--- config.mk ---
export PLATFORM = sky130hd
export DESIGN_NAME = usb_standard_request_handler
export DESIGN_NICKNAME = d
export VERILOG_FILES = /design/src/usr_pkg.sv /design/src/usb_standard_request_handler.sv /design/src/usr_decode.sv /design/src/usr_state.sv
export VERILOG_INCLUDE_DIRS = /design/src /design/src/src
export SDC_FILE = /design/constraint.sdc
export NUM_CORES = 1
export LEC_CHECK = 0
export BUFFER_PORTS_ARGS = -buffer_cell sky130_fd_sc_hd__buf_4
export CAP_MARGIN = 20
export CORE_MARGIN = 2
export CORE_UTILIZATION = 50
export CTS_CLUSTER_DIAMETER = 60
export DETAILED_ROUTE_END_ITERATION = 8
export GPL_TIMING_DRIVEN = 0
export PLACE_DENSITY = 0.8
export SLEW_MARGIN = 20
export SYNTH_ARGS = -nofsm -noshare
export SYNTH_HDL_FRONTEND = slang
export SYNTH_SLANG_ARGS = --single-unit
--- constraint.sdc ---
create_clock -name clock -period 8.8 [get_ports clock]
set_input_delay 2.2 -clock clock [delete_from_list [all_inputs] [get_ports clock]]
set_output_delay 2.2 -clock clock [all_outputs]
set_load 0.1 [all_outputs]
--- src/usb_standard_request_handler_macros.svh ---
// assertion macros for the usb standard request handler
// used only by the top level, needs clock and reset in scope
`ifndef USB_STANDARD_REQUEST_HANDLER_MACROS_SVH
`define USB_STANDARD_REQUEST_HANDLER_MACROS_SVH

// condition in this cycle implies consequence in the same cycle
`define USR_ASSERT_NOW(label, ante, cons, msg) \
   label: assert property (@(posedge clock) disable iff (reset) (ante) |-> (cons)) \
      else $error(msg);

// condition in this cycle implies consequence in the next cycle
`define USR_ASSERT_NEXT(label, ante, cons, msg) \
   label: assert property (@(posedge clock) disable iff (reset) (ante) |=> (cons)) \
      else $error(msg);

`endif

--- src/usr_pkg.sv ---
// shared types, codes and constants of the usb standard request handler
// no dependencies; used by every module of the block
package usr_pkg;

   // default number of endpoints with a halt bit
   localparam int MAX_ENDPOINTS_DEF = 8;
   // endpoint select width, covers up to sixteen endpoints
   localparam int EP_SEL_W = 4;

   // event codes on the action field
   localparam logic [1:0] ACT_BUS_RESET = 2'd0;
   localparam logic [1:0] ACT_SETUP     = 2'd1;
   localparam logic [1:0] ACT_STATUS    = 2'd2;

   // response codes
   localparam logic [2:0] RSP_NONE  = 3'd0;
   localparam logic [2:0] RSP_ACK   = 3'd1;
   localparam logic [2:0] RSP_DATA  = 3'd2;
   localparam logic [2:0] RSP_STALL = 3'd3;
   localparam logic [2:0] RSP_CLASS = 3'd4;
   localparam logic [2:0] RSP_DESC  = 3'd5;
   localparam logic [2:0] RSP_ADDR  = 3'd6;

   // device phase codes
   localparam logic [1:0] PH_DEFAULT    = 2'd0;
   localparam logic [1:0] PH_ADDRESSED  = 2'd1;
   localparam logic [1:0] PH_CONFIGURED = 2'd2;

   // bmRequestType fields
   localparam logic [7:0] TYPE_MASK   = 8'h60;
   localparam logic [7:0] RECIP_MASK  = 8'h0F;
   localparam logic [3:0] RCP_DEVICE    = 4'd0;
   localparam logic [3:0] RCP_INTERFACE = 4'd1;
   localparam logic [3:0] RCP_ENDPOINT  = 4'd2;

   // standard request codes
   localparam logic [7:0] REQ_GET_STATUS    = 8'h00;
   localparam logic [7:0] REQ_CLEAR_FEATURE = 8'h01;
   localparam logic [7:0] REQ_SET_FEATURE   = 8'h03;
   localparam logic [7:0] REQ_SET_ADDRESS   = 8'h05;
   localparam logic [7:0] REQ_GET_DESC      = 8'h06;
   localparam logic [7:0] REQ_GET_CONFIG    = 8'h08;
   localparam logic [7:0] REQ_SET_CONFIG    = 8'h09;
   localparam logic [7:0] REQ_GET_INTERFACE = 8'h0A;
   localparam logic [7:0] REQ_SET_INTERFACE = 8'h0B;
   localparam logic [7:0] NO_REQUEST        = 8'hFF;

   // configuration register indexes
   localparam logic [1:0] CSR_SELF_POWERED    = 2'd0;
   localparam logic [1:0] CSR_ENDPOINTS_USED  = 2'd1;
   localparam logic [1:0] CSR_INTERFACES_USED = 2'd2;

   // configuration register reset values
   localparam logic [3:0] ENDPOINTS_USED_RST  = 4'd8;
   localparam logic [7:0] INTERFACES_USED_RST = 8'd1;

   // device state apart from the halt bits
   typedef struct packed {
      logic [1:0] phase;
      logic       config_sel;
      logic [7:0] last_request;
      logic [6:0] pending_address;
      logic [6:0] current_address;
   } state_type;

   // halt bit update from the decoder
   typedef struct packed {
      logic                clear_all;
      logic                write;
      logic                value;
      logic [EP_SEL_W-1:0] select;
   } halt_upd_type;

   // per-request answer, apart from the state echo
   typedef struct packed {
      logic [2:0] response;
      logic [1:0] reply_length;
      logic [7:0] reply_first;
      logic [7:0] reply_second;
      logic       toggles_reset;
      logic       interface_reset;
      logic [7:0] reset_interface;
      logic [7:0] reset_alternate;
   } answer_type;

endpackage

--- src/usb_standard_request_handler.sv ---
// top level of the usb standard request handler: input register, decoder, result register
// depends on usr_pkg, usr_decode, usr_state and usb_standard_request_handler_macros.svh
//
//   channel | direction | handshake        | contents
//   req_    | in        | valid / stall    | action and setup packet fields
//   rsp_    | out       | valid / stall    | response, reply bytes, device status
//   csr_    | in        | write enable     | self powered, endpoint and interface counts
//
// one request per cycle while rsp_ is not stalled; a request passes through the input register
// and then the result register before it appears on rsp_.
// device state updates as a request leaves the input register, so the next
// request already sees it. synchronous reset clears state, configuration registers and valids.
// a stalled result holds the input register, which then stalls req_.
module usb_standard_request_handler #(
   parameter int MaxEndpoints = usr_pkg::MAX_ENDPOINTS_DEF
) (
   input  logic        clock,
   input  logic        reset,
   // request channel
   input  logic        req_valid,
   output logic        req_stall,
   input  logic [1:0]  req_action,
   input  logic [7:0]  req_request_type,
   input  logic [7:0]  req_request_code,
   input  logic [15:0] req_request_value,
   input  logic [15:0] req_request_index,
   input  logic [15:0] req_request_length,
   // result channel
   output logic        rsp_valid,
   input  logic        rsp_stall,
   output logic [2:0]  rsp_response,
   output logic [1:0]  rsp_reply_length,
   output logic [7:0]  rsp_reply_first,
   output logic [7:0]  rsp_reply_second,
   output logic [6:0]  rsp_device_address,
   output logic        rsp_active_config,
   output logic        rsp_configured,
   output logic        rsp_toggles_reset,
   output logic        rsp_interface_reset,
   output logic [7:0]  rsp_reset_interface,
   output logic [7:0]  rsp_reset_alternate,
   // configuration port
   input  logic        csr_write_enable,
   input  logic [1:0]  csr_index,
   input  logic [7:0]  csr_write_data
);

   `include "usb_standard_request_handler_macros.svh"

   logic        self_powered_ff;
   logic [3:0]  endpoints_used_ff;
   logic [7:0]  interfaces_used_ff;

   logic        in_valid_ff;
   logic [1:0]  in_action_ff;
   logic [7:0]  in_type_ff;
   logic [7:0]  in_code_ff;
   logic [15:0] in_value_ff;
   logic [15:0] in_index_ff;

   logic        out_free;
   logic        advance;
   logic        req_take;

   usr_pkg::state_type      state;
   usr_pkg::state_type      state_in;
   usr_pkg::halt_upd_type   halt_upd;
   usr_pkg::answer_type     answer;
   logic [MaxEndpoints-1:0] halt;

   logic                rsp_valid_ff;
   usr_pkg::answer_type answer_ff;
   logic [6:0]          address_ff;
   logic                config_ff;
   logic                configured_ff;

   // configuration registers
   always_ff @(posedge clock) begin
      if (reset) begin
         self_powered_ff    <= 1'b0;
         endpoints_used_ff  <= usr_pkg::ENDPOINTS_USED_RST;
         interfaces_used_ff <= usr_pkg::INTERFACES_USED_RST;
      end else if (csr_write_enable) begin
         case (csr_index)
            usr_pkg::CSR_SELF_POWERED:    self_powered_ff    <= csr_write_data[0];
            usr_pkg::CSR_ENDPOINTS_USED:  endpoints_used_ff  <= csr_write_data[3:0];
            usr_pkg::CSR_INTERFACES_USED: interfaces_used_ff <= csr_write_data;
            default: ;
         endcase
      end
   end

   // handshake between the two stages
   assign out_free  = !rsp_valid_ff || !rsp_stall;
   assign advance   = in_valid_ff && out_free;
   assign req_stall = in_valid_ff && !out_free;
   assign req_take  = req_valid && !req_stall;

   // input register; wLength is only meaningful to the class logic
   always_ff @(posedge clock) begin
      if (reset) begin
         in_valid_ff <= 1'b0;
      end else if (req_take) begin
         in_valid_ff <= 1'b1;
      end else if (advance) begin
         in_valid_ff <= 1'b0;
      end
   end

   always_ff @(posedge clock) begin
      if (req_take) begin
         in_action_ff <= req_action;
         in_type_ff   <= req_request_type;
         in_code_ff   <= req_request_code;
         in_value_ff  <= req_request_value;
         in_index_ff  <= req_request_index;
      end
   end

   // request decoder
   usr_decode #(
      .MaxEndpoints(MaxEndpoints)
   ) u_decode (
      .action          (in_action_ff),
      .request_type    (in_type_ff),
      .request_code    (in_code_ff),
      .request_value   (in_value_ff),
      .request_index   (in_index_ff),
      .self_powered    (self_powered_ff),
      .endpoints_used  (endpoints_used_ff),
      .interfaces_used (interfaces_used_ff),
      .state           (state),
      .halt            (halt),
      .state_next      (state_in),
      .halt_upd        (halt_upd),
      .answer          (answer)
   );

   // device state
   usr_state #(
      .MaxEndpoints(MaxEndpoints)
   ) u_state (
      .clock    (clock),
      .reset    (reset),
      .advance  (advance),
      .state_in (state_in),
      .halt_upd (halt_upd),
      .state    (state),
      .halt     (halt)
   );

   // result register
   always_ff @(posedge clock) begin
      if (reset) begin
         rsp_valid_ff <= 1'b0;
      end else if (advance) begin
         rsp_valid_ff <= 1'b1;
      end else if (!rsp_stall) begin
         rsp_valid_ff <= 1'b0;
      end
   end

   always_ff @(posedge clock) begin
      if (advance) begin
         answer_ff     <= answer;
         address_ff    <= state_in.current_address;
         config_ff     <= state_in.config_sel;
         configured_ff <= (state_in.phase == usr_pkg::PH_CONFIGURED);
      end
   end

   assign rsp_valid           = rsp_valid_ff;
   assign rsp_response        = answer_ff.response;
   assign rsp_reply_length    = answer_ff.reply_length;
   assign rsp_reply_first     = answer_ff.reply_first;
   assign rsp_reply_second    = answer_ff.reply_second;
   assign rsp_device_address  = address_ff;
   assign rsp_active_config   = config_ff;
   assign rsp_configured      = configured_ff;
   assign rsp_toggles_reset   = answer_ff.toggles_reset;
   assign rsp_interface_reset = answer_ff.interface_reset;
   assign rsp_reset_interface = answer_ff.reset_interface;
   assign rsp_reset_alternate = answer_ff.reset_alternate;

   // checks
   `USR_ASSERT_NEXT(a_advance_loads, advance, rsp_valid_ff, "result register not loaded")
   `USR_ASSERT_NOW(a_cfg_match, rsp_valid_ff, configured_ff == config_ff, "configured and configuration disagree")
   `USR_ASSERT_NOW(a_len_data, rsp_valid_ff && answer_ff.reply_length != 2'd0, answer_ff.response == usr_pkg::RSP_DATA, "reply bytes without data response")
   `USR_ASSERT_NOW(a_toggle_cfg, rsp_valid_ff && answer_ff.toggles_reset, configured_ff && answer_ff.response == usr_pkg::RSP_ACK, "toggle reset outside configured ack")

endmodule

--- src/usr_decode.sv ---
// request decoder: next device state, halt update and answer for one request
// depends on usr_pkg
module usr_decode #(
   parameter int MaxEndpoints = usr_pkg::MAX_ENDPOINTS_DEF
) (
   input  logic [1:0]              action,
   input  logic [7:0]              request_type,
   input  logic [7:0]              request_code,
   input  logic [15:0]             request_value,
   input  logic [15:0]             request_index,
   input  logic                    self_powered,
   input  logic [3:0]              endpoints_used,
   input  logic [7:0]              interfaces_used,
   input  usr_pkg::state_type      state,
   input  logic [MaxEndpoints-1:0] halt,
   output usr_pkg::state_type      state_next,
   output usr_pkg::halt_upd_type   halt_upd,
   output usr_pkg::answer_type     answer
);

   logic [3:0] recip;
   logic       addr_or_cfg;
   logic       if_ok;
   logic       ep_ok;
   logic       halt_bit;

   // qualifiers for the recipient branches
   always_comb begin
      recip       = 4'(request_type & usr_pkg::RECIP_MASK);
      addr_or_cfg = (state.phase == usr_pkg::PH_ADDRESSED) ||
                    (state.phase == usr_pkg::PH_CONFIGURED);
      if_ok       = (state.phase == usr_pkg::PH_CONFIGURED) &&
                    (request_index < {8'd0, interfaces_used});
      ep_ok       = ((state.phase == usr_pkg::PH_CONFIGURED) ||
                     (state.phase == usr_pkg::PH_ADDRESSED && request_index == 16'd0)) &&
                    (request_index < {12'd0, endpoints_used}) &&
                    (request_index < 16'(MaxEndpoints)) &&
                    (request_value == 16'd0);
   end

   // halt bit of the addressed endpoint
   always_comb begin
      halt_bit = 1'b0;
      for (int i = 0; i < MaxEndpoints; i++) begin
         if (request_index[usr_pkg::EP_SEL_W-1:0] == usr_pkg::EP_SEL_W'(i)) begin
            halt_bit = halt[i];
         end
      end
   end

   // main decision
   always_comb begin
      state_next = state;
      halt_upd   = '0;
      answer     = '0;
      halt_upd.select = request_index[usr_pkg::EP_SEL_W-1:0];
      case (action)
         usr_pkg::ACT_BUS_RESET: begin
            state_next         = '0;
            halt_upd.clear_all = 1'b1;
         end
         usr_pkg::ACT_STATUS: begin
            // address takes effect only after the set address status stage
            if (state.last_request == usr_pkg::REQ_SET_ADDRESS) begin
               state_next.current_address = state.pending_address;
               answer.response            = usr_pkg::RSP_ADDR;
            end
         end
         usr_pkg::ACT_SETUP: begin
            if ((request_type & usr_pkg::TYPE_MASK) != 8'd0) begin
               answer.response = usr_pkg::RSP_CLASS;
            end else if (recip == usr_pkg::RCP_DEVICE) begin
               case (request_code)
                  usr_pkg::REQ_GET_STATUS: begin
                     answer.response     = usr_pkg::RSP_DATA;
                     answer.reply_length = 2'd2;
                     answer.reply_first  = {7'd0, self_powered};
                  end
                  usr_pkg::REQ_SET_FEATURE: begin
                     answer.response = usr_pkg::RSP_ACK;
                  end
                  usr_pkg::REQ_SET_ADDRESS: begin
                     if (state.phase == usr_pkg::PH_DEFAULT ||
                         state.phase == usr_pkg::PH_ADDRESSED) begin
                        answer.response            = usr_pkg::RSP_ACK;
                        state_next.phase           = usr_pkg::PH_ADDRESSED;
                        state_next.pending_address = request_value[6:0];
                     end else begin
                        answer.response = usr_pkg::RSP_STALL;
                     end
                  end
                  usr_pkg::REQ_GET_DESC: begin
                     answer.response = usr_pkg::RSP_DESC;
                  end
                  usr_pkg::REQ_GET_CONFIG: begin
                     if (addr_or_cfg) begin
                        // addressed state always reports configuration zero
                        if (state.phase == usr_pkg::PH_ADDRESSED) begin
                           state_next.config_sel = 1'b0;
                        end
                        answer.response     = usr_pkg::RSP_DATA;
                        answer.reply_length = 2'd1;
                        answer.reply_first  = {7'd0, state_next.config_sel};
                     end else begin
                        answer.response = usr_pkg::RSP_STALL;
                     end
                  end
                  usr_pkg::REQ_SET_CONFIG: begin
                     if (addr_or_cfg && request_value[7:0] == 8'd0) begin
                        state_next.phase      = usr_pkg::PH_ADDRESSED;
                        state_next.config_sel = 1'b0;
                        answer.response       = usr_pkg::RSP_ACK;
                     end else if (addr_or_cfg && request_value[7:0] == 8'd1) begin
                        state_next.phase      = usr_pkg::PH_CONFIGURED;
                        state_next.config_sel = 1'b1;
                        answer.response       = usr_pkg::RSP_ACK;
                        answer.toggles_reset  = 1'b1;
                     end else begin
                        answer.response = usr_pkg::RSP_STALL;
                     end
                  end
                  default: begin
                     answer.response = usr_pkg::RSP_STALL;
                  end
               endcase
            end else if (recip == usr_pkg::RCP_INTERFACE) begin
               if (request_code == usr_pkg::REQ_GET_STATUS &&
                   state.phase == usr_pkg::PH_CONFIGURED) begin
                  answer.response     = usr_pkg::RSP_DATA;
                  answer.reply_length = 2'd2;
               end else if (request_code == usr_pkg::REQ_GET_INTERFACE && if_ok) begin
                  answer.response     = usr_pkg::RSP_DATA;
                  answer.reply_length = 2'd1;
               end else if (request_code == usr_pkg::REQ_SET_INTERFACE && if_ok) begin
                  answer.response        = usr_pkg::RSP_ACK;
                  answer.interface_reset = 1'b1;
                  answer.reset_interface = request_index[7:0];
                  answer.reset_alternate = request_value[7:0];
               end else begin
                  answer.response = usr_pkg::RSP_STALL;
               end
            end else if (recip == usr_pkg::RCP_ENDPOINT) begin
               if (!ep_ok || (request_code != usr_pkg::REQ_GET_STATUS &&
                              request_code != usr_pkg::REQ_CLEAR_FEATURE &&
                              request_code != usr_pkg::REQ_SET_FEATURE)) begin
                  answer.response = usr_pkg::RSP_STALL;
               end else if (request_code == usr_pkg::REQ_GET_STATUS) begin
                  answer.response     = usr_pkg::RSP_DATA;
                  answer.reply_length = 2'd2;
                  answer.reply_first  = {7'd0, halt_bit};
               end else begin
                  halt_upd.write  = 1'b1;
                  halt_upd.value  = (request_code == usr_pkg::REQ_SET_FEATURE);
                  answer.response = usr_pkg::RSP_ACK;
               end
            end else begin
               answer.response = usr_pkg::RSP_STALL;
            end
            // remember accepted requests for the status stage
            if (answer.response == usr_pkg::RSP_ACK || answer.response == usr_pkg::RSP_DATA) begin
               state_next.last_request = request_code;
            end else begin
               state_next.last_request = usr_pkg::NO_REQUEST;
            end
         end
         default: begin
            state_next = state;
         end
      endcase
   end

endmodule

--- src/usr_state.sv ---
// device state registers and per-endpoint halt bits
// depends on usr_pkg; loaded from usr_decode when a request moves to the result stage
module usr_state #(
   parameter int MaxEndpoints = usr_pkg::MAX_ENDPOINTS_DEF
) (
   input  logic                    clock,
   input  logic                    reset,
   input  logic                    advance,
   input  usr_pkg::state_type      state_in,
   input  usr_pkg::halt_upd_type   halt_upd,
   output usr_pkg::state_type      state,
   output logic [MaxEndpoints-1:0] halt
);

   usr_pkg::state_type      state_ff;
   logic [MaxEndpoints-1:0] halt_ff;
   logic [MaxEndpoints-1:0] halt_in;

   // next halt vector
   always_comb begin
      halt_in = halt_ff;
      if (halt_upd.clear_all) begin
         halt_in = '0;
      end else if (halt_upd.write) begin
         for (int i = 0; i < MaxEndpoints; i++) begin
            if (halt_upd.select == usr_pkg::EP_SEL_W'(i)) begin
               halt_in[i] = halt_upd.value;
            end
         end
      end
   end

   // state update per request
   always_ff @(posedge clock) begin
      if (reset) begin
         state_ff <= '0;
         halt_ff  <= '0;
      end else if (advance) begin
         state_ff <= state_in;
         halt_ff  <= halt_in;
      end
   end

   assign state = state_ff;
   assign halt  = halt_ff;

endmodule

After elaboration in Yosys (flattened, before gate mapping)
Index checks and enable logic that the tools add are counted.
{ "word_totals": {"reg_bits": 137, "latchBits": 0, "mem_bits_rw": 0, "romBits": 0, "in_bits": 81, "out_inout_bits": 50, "elab_cells": 213, "n_memories": 0} }
{ "op_classes": {"addsub": 0, "mul": 0, "div": 0, "n_lt_le_gt_ge": 3, "eq_ne": 34, "shift": 0, "mux": 73, "n_bitwise": 5, "reduce_logical": 65} }
{ "ops": {"columns": ["op", "n"], "rows": [
  ["18-bit case mux with 2 select lines", 1],
  ["7-bit 2-to-1 mux", 5],
  ["8-bit by 4-bit == test with 1-bit output, second input constant", 4],
  ["16-bit zero test", 2],
  ["8-bit 2-to-1 mux", 4],
  ["10-bit 2-to-1 mux", 3],
  ["3-bit 2-to-1 mux", 10],
  ["1-bit 2-to-1 mux", 26],
  ["2-bit 2-to-1 mux", 13],
  ["8-bit by 3-bit == test with 1-bit output, second input constant", 3],
  ["3-bit AND reduction", 8],
  ["2-bit nonzero test", 11],
  ["10-bit case mux with 2 select lines", 1],
  ["3-bit case mux with 6 select lines", 1],
  ["17-bit 2-to-1 mux", 1],
  ["4-bit by 3-bit == test with 1-bit output, second input constant", 4],
  ["8-bit zero test", 2],
  ["16-bit by 4-bit less-than comparator with 1-bit output", 1],
  ["16-bit by 4-bit less-than comparator with 1-bit output, second input constant", 1],
  ["16-bit by 8-bit less-than comparator with 1-bit output", 1],
  ["8-bit nonzero test", 2],
  ["1-bit logical AND", 15],
  ["7-bit case mux with 2 select lines", 1],
  ["13-bit 2-to-1 mux", 1],
  ["other kinds (28)", 59]
]} }

Logic depth before layout (Yosys ltp)
Gate-level depths: netlist (run 1).
{ "logic_depth": {"depth_word": 21, "depth_mapped": 10, "ltp_nobuf": 9} }

Cells and area by module
A second synthesis (run 1) with hierarchy kept.
{ "hier_totals": {"cells_unflattened": 561, "area_unflattened_um2": 6632.6} }
{ "modules_own_cells": {"columns": ["module", "n_inst", "cells_per_inst", "area_each_um2", "seq_area_each_um2"], "rows": [
  ["usb_standard_request_handler", 1, 166, 3614.7, 3243.1],
  ["usr_decode", 1, 265, 1687.9, 0.0],
  ["usr_state", 1, 130, 1330.0, 660.6]
]} }

Worst setup path before layout (run 1)
No wires, ideal clock.
{ "synth_path": {"path_type": "input -> register", "from": "in rsp_stall", "to": "reg in_action_ff[0] (enable)", "arrival_time_ns": 5.029, "setup_slack_ns": 3.313, "stages": 2, "path_buffers": 0, "path_cell_list": "and3_1 > nor2b_1"} }
{ "synth_between": {"elab_chain_len": 6} }
{ "synth_lines": {"columns": ["element", "line_no", "text"], "rows": [
  ["start: declaration", "usb_standard_request_handler.sv:30", "input logic rsp_stall,"],
  ["1-bit zero test", null, null],
  ["1-bit logical OR", "usb_standard_request_handler.sv:94", "assign out_free = !rsp_valid_ff || !rsp_stall;"],
  ["1-bit zero test", "usb_standard_request_handler.sv:96", "assign req_stall = in_valid_ff && !out_free;"],
  ["1-bit logical AND", "usb_standard_request_handler.sv:96", null],
  ["1-bit zero test", "usb_standard_request_handler.sv:97", "assign req_take = req_valid && !req_stall;"],
  ["1-bit logical AND", "usb_standard_request_handler.sv:97", null],
  ["via req_take", "usb_standard_request_handler.sv:63", "logic req_take;"],
  ["end signal: assignment", "usb_standard_request_handler.sv:112", "in_action_ff <= req_action;"],
  ["end: declaration", "usb_standard_request_handler.sv:55", "logic [1:0] in_action_ff;"]
]} }
The timed path passes the listed nets, and every way through them passes these cells.
A chain may end at the register's enable or synchronous reset.

Worst setup path after layout (run 1)
{ "layout_path": {"from": "in rsp_stall", "to": "out req_stall"} }
{ "layout_between": {"elab_chain_len": 4} }
{ "layout_lines": {"columns": ["element", "line_no", "text"], "rows": [
  ["1-bit zero test", null, null],
  ["1-bit logical OR", "usb_standard_request_handler.sv:94", null],
  ["1-bit zero test", "usb_standard_request_handler.sv:96", null],
  ["1-bit logical AND", "usb_standard_request_handler.sv:96", null],
  ["end: declaration", "usb_standard_request_handler.sv:21", "output logic req_stall,"]
]} }
Every way passes these cells.

==> results of run 1 <==
metal layers:
metal | share of wire | vias to the layer above | global-route usage
met2 | 0.48 | 190 | 0.355
met1 | 0.42 | 2068 | 0.275
met5 | 0 | - | 0
li1 | - | 2101 | -
met4 | 0.026 | 0 | 0.106
met3 | 0.070 | 35 | 0.0585
Yosys cell counts, drive strengths merged (13+ instances only):
cell / instances / share of area
edfxtp: 81 / 0.42
nand2: 51 / 0.033
dfxtp: 48 / 0.17
nor2: 47 / 0.031
mux2i: 22 / 0.038
a21oi: 21 / 0.018
inv: 21 / 0.014
buf: 18 / 0.022
clkbuf: 16 / 0.010
ha: 16 / 0.035
and2: 15 / 0.016
nor4: 14 / 0.021
nor3: 13 / 0.011
sequential cells by signal, indices dropped and copies added, names as in the netlist, 2 cells and up:
signal	flops
endpoints_used_ff	4
rsp_reply_length	2
u_state.halt	8
interfaces_used_ff	8
in_type_ff	6
in_code_ff	8
in_action_ff	2
u_state.state	25
in_value_ff	16
in_index_ff	16
rsp_reset_interface	8
rsp_response	3
rsp_device_address	7
rsp_reset_alternate	8
worst min path at each step:
stage	from	endpoint	slack [ns]	cells after the start
6_report	u_state.state[4]	u_state.state[4]	0.45	2
2_1_floorplan	u_state.state[14]	u_state.state[14]	0.43	2
5_1_grt	u_state.state[14]	u_state.state[14]	0.48	2
4_1_cts	u_state.state[14]	u_state.state[14]	0.46	2
3_3_place_gp	u_state.state[14]	u_state.state[14]	0.44	2
3_5_place_dp	u_state.state[14]	u_state.state[14]	0.44	2
tightest hold or removal path: cells and delay by family (launching register included):
family	cells	cell delay, ns
DFF	1	0.30
AOI/OAI and AO/OA	1	0.05
and+or+nand+nor	1	0.05
final cells by class:
type                    count  share of cell area
clock buffers              20              0.0598
plain buffers              34              0.0255
well taps                 143              0.0245
repair buffers             99               0.106
inverters                  22              0.0113
multi-input cells         333               0.292
clock inverters            12              0.0161
flip-flops and latches    129               0.465
logic make-up after synthesis:
kind of cell | synth area share
XOR/XNOR | 0.00153
AND/OR/NAND/NOR | 0.169
other | 0.000655
adder cells (fa/ha/maj) | 0.0350
multiplexers | 0.0424
buffers and inverters | 0.0468
flip-flops | 0.593
AO/OA/AOI/OAI | 0.112
power by group through the flow:
stage / registers [W] / clock network (W) / logic (W)
global placement: 0.000695 / 0 / 0.000176
CTS: 0.000682 / 0.000670 / 0.000182
global route: 0.000684 / 0.000697 / 0.000192
floorplan: 0.000743 / 0 / 0.0000774
finish: 0.000682 / 0.000661 / 0.000182
detailed placement: 0.000694 / 0 / 0.000181
metrics by stage:
stage          hold slack, ns  instances  area (um2)   util  total power [W]
2_1_floorplan           0.427        518        5780      -         0.000820
6_report                0.453        792        7300  0.648          0.00153
4_1_cts                 0.456        792        7300  0.648          0.00153
3_5_place_dp            0.444        760        6750  0.599         0.000876
3_3_place_gp            0.439        758        6680  0.593         0.000871
5_1_grt                 0.481        792        7300  0.648          0.00157
==> results.yml, run 1 <==
logic_synthesis:
  async_reset_ff_frac: 0
  yosysSeqAreaShare: 0.593
  netlist_area_um2: 5720
  synth-edff-count: 81
  syn_area_per_cell_um2: 11.4
  ys_seq_elements: 129
  syn_inst: 504
  yosys_warnings: 0
  synth_cell_types: 56
  synth_ff_type: "edfxtp_1"
sta:
  fmax_mhz: 197
  fin_crit_sh: 0.577
  slew_violations: 0
  hold_viol: 0
  setup_viol: 0
  finalClockSkew_ns: 0.00941
  worst_slack_ns: 3.73
  fin_setup_tns_ns: 0
  rsz0062_at_grt: "false"
  tightest_slew_ns: 1.08
  period_minus_slack_ns: 5.07
  max_slew_margin: 0.273
cells_and_area:
  area_growth_syn_to_layout_pct: 27.6
  final_common_cell: "buf_4"
  nets: 733
  multi_input_area_um2: 2130
  regArea_um2: 3390
  nFillCells: 865
  antenna_cells: 0
  most-common-layout-cells: "112 x buf_4, 81 x edfxtp_1, 51 x nand2_1"
  drive_above_1_share: 0.237
drt:
  vias_per_cell: 5.55
  antenna_left: 0
  routed_wl_um: 13400
  vias: 4394
  drc: 0
  drt-initial-drc-count: 452
  avgRoutedWirePerCell_um: 16.9
  dr.pass1.iters: 6
worst_setup_path:
  worstPathArrival_ns: 2.87
  critPathMaxFanout: 3
  cp-startpoint: "rsp_stall"
  path_delay_family: "buffers and inverters"
  cp-start-kind: "input pin"
  worstSetupEndpoint: "req_stall"
  cpPeakStageDelay_ns: 0.33
  worst_path_most_repeated_cell: "buf_4"
  cp_data_required_time_ns: 6.60
  cp_num_cells: 3
  r2r-end: "u_state.state[16]"
  cp_slowest_cell: "buf_4"
  timing.rr.start: "in_index_ff[5]"
  path_class: "in -> out"
  worst-path-buf-inv: 2
  cp_cell_sequence: "buf_4 -> and3_1 -> buf_4"
  ff2ff_setup_slack_ns: 5.72
  r2r_cells: 8
  end_kind: "primary output"
power_and_ir_drop:
  p_comb_frac: 0.119
  seq_power_share: 0.447
  p_clk_frac: 0.433
  switchingPower_w: 0.000394
  powerDensity_nw_per_um2: 209
  cell_internal_pwr_w: 0.00113
  swShare: 0.259
  ir_drop_mv: 0.140
  power_leakage_nw: 2.85
placed_design:
  dp_slack_ns: 3.73
  dp_hpwl_um: 9700
  io_buffers: 97
  gp_congestion: 0.940
floorplan:
  coreArea_um2: 11300
  core.rowCount: 39
  pin_count: 131
  die_x_um: 111
  die_y_um: 111
  die_area_um2: 12300
  start_util: 0.508
clock_network:
  worstSkewPairLatency_ns: 0.42
  ctsResizeCount: 0
  cts_tree: "done"
  root_buffer: "clkbuf_16"
  clk_pin_slew_ns: 0.05
  cts_htree_levels: 4
  ctsHoldBuffers: 0
  postCtsSetupBuffers: 0
  cts.path.max_buffers: 2
  cts_buffers: 17
  cts_num_sinks: 129
run_status:
  status: "completed"
global_routing:
  gr-total-overflow: 0
  grt_max_degree: 31
  grt_pass1_wl_um: 21000
  grt_usage: 0.220
  grt_antenna_before_repair: 0
  first_global_vias: 4294
run:
  cap_viol_max_count: 0
hold_path:
  hold_path.class: "reg -> reg"
(Power assumes the default switching activity.)
==> inputs of run 2 (changes only) <==
--- a/config.mk
+++ b/config.mk
@@ -6,14 +6,15 @@
 export SDC_FILE = /design/constraint.sdc
 export NUM_CORES = 1
 export LEC_CHECK = 0
+export ABC_AREA = 1
 export BUFFER_PORTS_ARGS = -buffer_cell sky130_fd_sc_hd__buf_4
 export CAP_MARGIN = 20
 export CORE_MARGIN = 2
-export CORE_UTILIZATION = 50
+export CORE_UTILIZATION = 49
 export CTS_CLUSTER_DIAMETER = 60
 export DETAILED_ROUTE_END_ITERATION = 8
 export GPL_TIMING_DRIVEN = 0
-export PLACE_DENSITY = 0.8
+export PLACE_DENSITY = 0.81
 export SLEW_MARGIN = 20
 export SYNTH_ARGS = -nofsm -noshare
 export SYNTH_HDL_FRONTEND = slang
==> constraint.sdc (replaced) <==
create_clock -name clock -period 4.6 [get_ports clock]
set_input_delay 1.15 -clock clock [delete_from_list [all_inputs] [get_ports clock]]
set_output_delay 1.15 -clock clock [all_outputs]
set_load 0.1 [all_outputs]
==> results.yml, run 2 <==
drt:
  drt-initial-drc-count: 363
  antenna_left: 0
  dr.pass1.iters: 5
  avgRoutedWirePerCell_um: 13.8
  routed_wl_um: 13000
  vias: 4787
  drc: 0
  vias_per_cell: 5.09
worst_setup_path:
  r2r_cells: 13
  cp_slowest_cell: "buf_4"
  cp_cell_sequence: "buf_4 -> nand2_1 -> nor2_1 -> buf_4"
  cp_data_required_time_ns: 3.45
  cpPeakStageDelay_ns: 0.31
  r2r-end: "rsp_reset_alternate[6]"
  path_class: "in -> out"
  critPathMaxFanout: 3
  end_kind: "primary output"
  cp-start-kind: "input pin"
  ff2ff_setup_slack_ns: 1.91
  cp-startpoint: "rsp_stall"
  timing.rr.start: "in_index_ff[1]"
  worst_path_most_repeated_cell: "buf_4"
  worstSetupEndpoint: "req_stall"
  worstPathArrival_ns: 1.76
clock_network:
  ctsResizeCount: 0
  postCtsSetupBuffers: 0
  root_buffer: "clkbuf_16"
  ctsHoldBuffers: 0
  cts_htree_levels: 4
  worstSkewPairLatency_ns: 0.42
  cts.path.max_buffers: 2
  cts_buffers: 17
  clk_pin_slew_ns: 0.05
  cts_num_sinks: 129
  cts_tree: "done"
cells_and_area:
  most-common-layout-cells: "115 x nand2_1, 112 x buf_4, 95 x inv_1"
  finish.utilization: 0.628
  final_common_cell: "nand2_1"
  area_growth_syn_to_layout_pct: 26.2
  antenna_cells: 0
  regArea_um2: 3390
  multi_input_area_um2: 2060
  largest_reg_flops: 25
  fin_area_um2: 7480
  drive_above_1_share: 0.220
  nFillCells: 996
  nets: 878
sta:
  hold_viol: 0
  fmax_mhz: 343
  max_slew_margin: 0.548
  setup_viol: 0
  finalClockSkew_ns: 0.00740
  period_minus_slack_ns: 2.91
  slew_violations: 0
  fin_setup_tns_ns: 0
  rsz0062_at_grt: "false"
  fin_crit_sh: 0.633
  worst_slack_ns: 1.69
  tightest_slew_ns: 0.678
floorplan:
  coreArea_um2: 11900
  die_x_um: 114
  start_util: 0.498
  pin_count: 131
  die_y_um: 114
  core.rowCount: 40
  die_area_um2: 13000
logic_synthesis:
  yosysSeqAreaShare: 0.572
  yosysMostFrequentCell: "nand2_1"
  async_reset_ff_frac: 0
  syn_area_per_cell_um2: 9.13
  netlist_area_um2: 5930
  yosys.area_share.simple: 0.196
  synth_area_leaders: "edfxtp_1 41%, dfxtp_1 16%, nand2_1 7.3%"
  syn_inst: 649
  synth.area.mux_share: 0.0133
  synth_fa_ha_area_frac: 0.0338
  synth_ff_type: "edfxtp_1"
  synth_compound_area_frac: 0.0948
  yosysTopAreaCellShare: 0.410
  synth_largest_area_cell: "edfxtp_1"
  netlist_top_cells_count: "115 x nand2_1, 96 x inv_1, 81 x edfxtp_1"
  synth_top_family_by_area: "simple AND/OR/NAND/NOR gates"
  ys_seq_elements: 129
  yosys_warnings: 0
  synth-edff-count: 81
  synth_xor_area_frac: 0
  synth_cell_types: 35
global_routing:
  grt_antenna_before_repair: 0
  grt_pass1_wl_um: 21300
  gr-total-overflow: 0
  first_global_vias: 4554
  grt_max_degree: 34
  grt_usage: 0.215
placed_design:
  dp_slack_ns: 1.58
  gp_congestion: 0.927
  io_buffers: 97
  placed_area_um2: 6940
  dp_hpwl_um: 9510
power_and_ir_drop:
  ir_drop_mv: 0.335
  power_w: 0.00286
  power_leakage_nw: 3.22
  powerDensity_nw_per_um2: 382
run:
  cap_viol_max_count: 0
run_status:
  status: "completed"
hold_path:
  hold_path.class: "reg -> reg"
-- run 2: cell count changes in the layout (fill, tap and decap cells not counted), moves of 7 or more --
cell,delta
inv_1,+74
nand2_1,+64
a21oi_1,+34
nand3_1,+34
o21ai_0,+23
mux2i_1,-22
nor2_1,+22
and2_1,-15
clkbuf_1,-10
nor4_1,-9
o31ai_1,-9
a22oi_1,-8
mux2_2,+7
nand2b_1,-7
-- run 2: how the worst min path moves through the flow --
stage,startpoint,end,slack (ns),cells past startpoint
3_5_place_dp,u_state.halt[5],u_state.halt[5],0.44,2
2_1_floorplan,u_state.halt[5],u_state.halt[5],0.42,2
5_1_grt,endpoints_used_ff[1],endpoints_used_ff[1],0.47,2
3_3_place_gp,u_state.halt[5],u_state.halt[5],0.43,2
6_report,u_state.halt[5],u_state.halt[5],0.44,2
4_1_cts,u_state.halt[5],u_state.halt[5],0.45,2
-- run 2: through the flow --
stage | cells | hold slack (ns)
floorplan | 663 | 0.424
detailed placement | 909 | 0.438
global route | 941 | 0.471
CTS | 941 | 0.447
global placement | 907 | 0.433
finish | 941 | 0.443
-- run 2: cell type report --
cell class,count,area share
well taps,147,0.0246
inverters,101,0.0507
multi-input cells,409,0.275
clock buffers,20,0.0597
flip-flops and latches,129,0.454
repair buffers,99,0.104
clock inverters,12,0.0124
plain buffers,24,0.0201
-- run 2: kinds of logic (layout without fill, tap and decap cells) --
family | Yosys count | after routing
fa+ha+maj | 16 | 16
mux | 7 | 7
compound gates | 104 | 104
simple gates | 267 | 267
buf+inv | 125 | 256
other cells | 1 | 15
flops | 129 | 129
-- run 2: power by group --
group          internal [W]  switching (W)  leakage (nW)  total [W]
clock              0.000747       0.000458         0.277    0.00120
sequential          0.00129      0.0000250          1.19    0.00131
combinational     0.0000995       0.000244          1.75   0.000344
total               0.00213       0.000727          3.22    0.00286
-- run 2: worst max-delay path: cells and delay by family --
family        cells  cell delay [ns]
buf+inv           2             0.39
simple gates      2             0.22
-- run 2: metal layers --
| metal | GRT usage | up-vias | wire, um |
|---|---|---|---|
| li1 | - | 2401 | - |
| met1 | 0.266 | 2171 | 5580 |
| met2 | 0.352 | 185 | 6220 |
| met3 | 0.0632 | 30 | 897 |
| met4 | 0.0878 | 0 | 265 |
| met5 | 0 | - | 0 |
==> inputs of run 3 (changes only) <==
--- a/config.mk
+++ b/config.mk
@@ -10,11 +10,11 @@
 export BUFFER_PORTS_ARGS = -buffer_cell sky130_fd_sc_hd__buf_4
 export CAP_MARGIN = 20
 export CORE_MARGIN = 2
-export CORE_UTILIZATION = 49
+export CORE_UTILIZATION = 50
 export CTS_CLUSTER_DIAMETER = 60
 export DETAILED_ROUTE_END_ITERATION = 8
 export GPL_TIMING_DRIVEN = 0
-export PLACE_DENSITY = 0.81
+export PLACE_DENSITY = 0.79
 export SLEW_MARGIN = 20
 export SYNTH_ARGS = -nofsm -noshare
 export SYNTH_HDL_FRONTEND = slang
==> constraint.sdc (replaced) <==
create_clock -name clock -period 2.8 [get_ports clock]
set_input_delay 0.7 -clock clock [delete_from_list [all_inputs] [get_ports clock]]
set_output_delay 0.7 -clock clock [all_outputs]
set_load 0.1 [all_outputs]
==> results.yml, run 3 (synthesis gave the netlist of run 2 again) <==
cells_and_area:
  fin_cells: 937
  drive_above_1_share: 0.225
  final_common_cell: "nand2_1"
  largest_reg_flops: 25
  finish.utilization: 0.653
  nets: 878
  multi_input_area_um2: 2070
  nFillCells: 937
  most-common-layout-cells: "115 x nand2_1, 112 x buf_4, 95 x inv_1"
  antenna_cells: 0
  area_growth_syn_to_layout_pct: 26.9
  regArea_um2: 3390
clock_network:
  cts_htree_levels: 4
  cts_tree: "done"
  cts.path.max_buffers: 2
  cts_buffers: 17
  worstSkewPairLatency_ns: 0.42
  cts_num_sinks: 129
  clk_pin_slew_ns: 0.06
  root_buffer: "clkbuf_16"
drt:
  dr.pass1.iters: 7
  avgRoutedWirePerCell_um: 14.8
  drc: 9
  vias_per_cell: 5.17
  vias: 4847
  antenna_left: 0
  drt-initial-drc-count: 338
  routed_wl_um: 13800
power_and_ir_drop:
  p_clk_frac: 0.439
  powerDensity_nw_per_um2: 646
  seq_power_share: 0.443
  switchingPower_w: 0.00128
  ir_drop_mv: 0.360
  swShare: 0.265
  p_comb_frac: 0.118
  power_leakage_nw: 3.21
  cell_internal_pwr_w: 0.00357
sta:
  setup_viol: 0
  period_minus_slack_ns: 2.52
  hold_viol: 0
  max_slew_margin: 0.564
  slew_violations: 0
  rsz0062_at_grt: "false"
  fmax_mhz: 397
  fin_crit_sh: 0.900
  hold-worst-slack_ns: 0.453
  tightest_slew_ns: 0.652
  finalClockSkew_ns: 0.00613
global_routing:
  grt_antenna_before_repair: 0
  first_global_vias: 4838
  grt_usage: 0.226
  gr-total-overflow: 0
  grt_pass1_wl_um: 22500
  grt_max_degree: 38
worst_setup_path:
  r2r_cells: 13
  path_class: "reg -> reg"
  cp_data_required_time_ns: 2.95
  end_kind: "register"
  timing.rr.start: "in_index_ff[3]"
  r2r-end: "rsp_reset_interface[3]"
  worstPathArrival_ns: 2.67
  cp-start-kind: "register"
  ff2ff_setup_slack_ns: 0.28
  critPathMaxFanout: 10
run_status:
  status: "finished with violations"
  violations: "design-rule violations"
run:
  cap_viol_max_count: 0
hold_path:
  worstHoldStart: "req_request_value[1]"
  hold_end: "in_value_ff[1]"
  hold_path.class: "in -> reg"
  min_path_cells: 1
floorplan:
  die_area_um2: 12700
  die_y_um: 113
  core.rowCount: 39
  coreArea_um2: 11500
  pin_count: 131
  die_x_um: 113
  start_util: 0.515
placed_design:
  gp_congestion: 0.917
  io_buffers: 97
  dp_hpwl_um: 10300
  dpl.cell_count: 905
## run 3: worst max-delay path by stage
stage                        start                endpoint  slack [ns]  cells after the start
floorplan                rsp_stall       rsp_active_config        0.07                      4
global placement         rsp_stall  rsp_reset_interface[7]       -0.72                      5
detailed placement       rsp_stall       u_state.state[12]        0.12                      9
CTS                 in_index_ff[1]  rsp_reset_interface[0]        0.33                     13
global route        in_index_ff[1]  rsp_reset_interface[3]        0.08                     13
finish              in_index_ff[3]  rsp_reset_interface[3]        0.28                     13
## run 3: area by class of cell
class / instances / share of cell area
Buffer: 24 / 0.0200
Clock buffer: 20 / 0.0622
Clock inverter: 12 / 0.0141
Inverter: 101 / 0.0504
Multi-Input combinational cell: 409 / 0.275
Sequential cell: 129 / 0.451
Tap cell: 143 / 0.0238
Timing Repair Buffer: 99 / 0.103
## run 3: power groups by stage
stage / sequential (W) / clock, W / combinational, W
floorplan: 0.00230 / 0 / 0.000284
global placement: 0.00219 / 0 / 0.000543
finish: 0.00215 / 0.00213 / 0.000575
global route: 0.00216 / 0.00223 / 0.000615
CTS: 0.00215 / 0.00214 / 0.000573
detailed placement: 0.00219 / 0 / 0.000570
## run 3: stage by stage
| stage | cell area [um2] | worst slack (ns) | total power (W) | TNS [ns] |
|---|---|---|---|---|
| floorplan | 5990 | 0.0726 | 0.00258 | 0 |
| global placement | 6900 | -0.724 | 0.00273 | -31.62 |
| detailed placement | 6950 | 0.121 | 0.00276 | 0 |
| CTS | 7520 | 0.328 | 0.00487 | 0 |
| global route | 7520 | 0.0759 | 0.00501 | 0 |
| finish | 7520 | 0.281 | 0.00486 | 0 |
## run 3: worst max-delay path: stages, from the launching register on
cell      delay, ns
edfxtp_1       0.50
ha_1           0.37
nand2_1        0.06
inv_1          0.05
nand2_1        0.04
nand2_1        0.09
nand2_1        0.06
nand2_1        0.06
nand2_1        0.07
nand3_1        0.11
nor2_1         0.09
inv_1          0.18
clkbuf_1       0.46
nor2_1         0.09
## run 3: layer usage
metal	vias to the layer above	global-route usage	routed length [um]
met4	0	0.0805	243
met2	191	0.398	7050
li1	2393	-	-
met1	2240	0.274	5570
met3	23	0.0509	981
met5	-	0	0
## run 3: repair_timing
action                     CTS  global route
hold buffers                 0             0
setup buffers                0             0
setup endpoints to repair    0             1
resized for setup            0             1
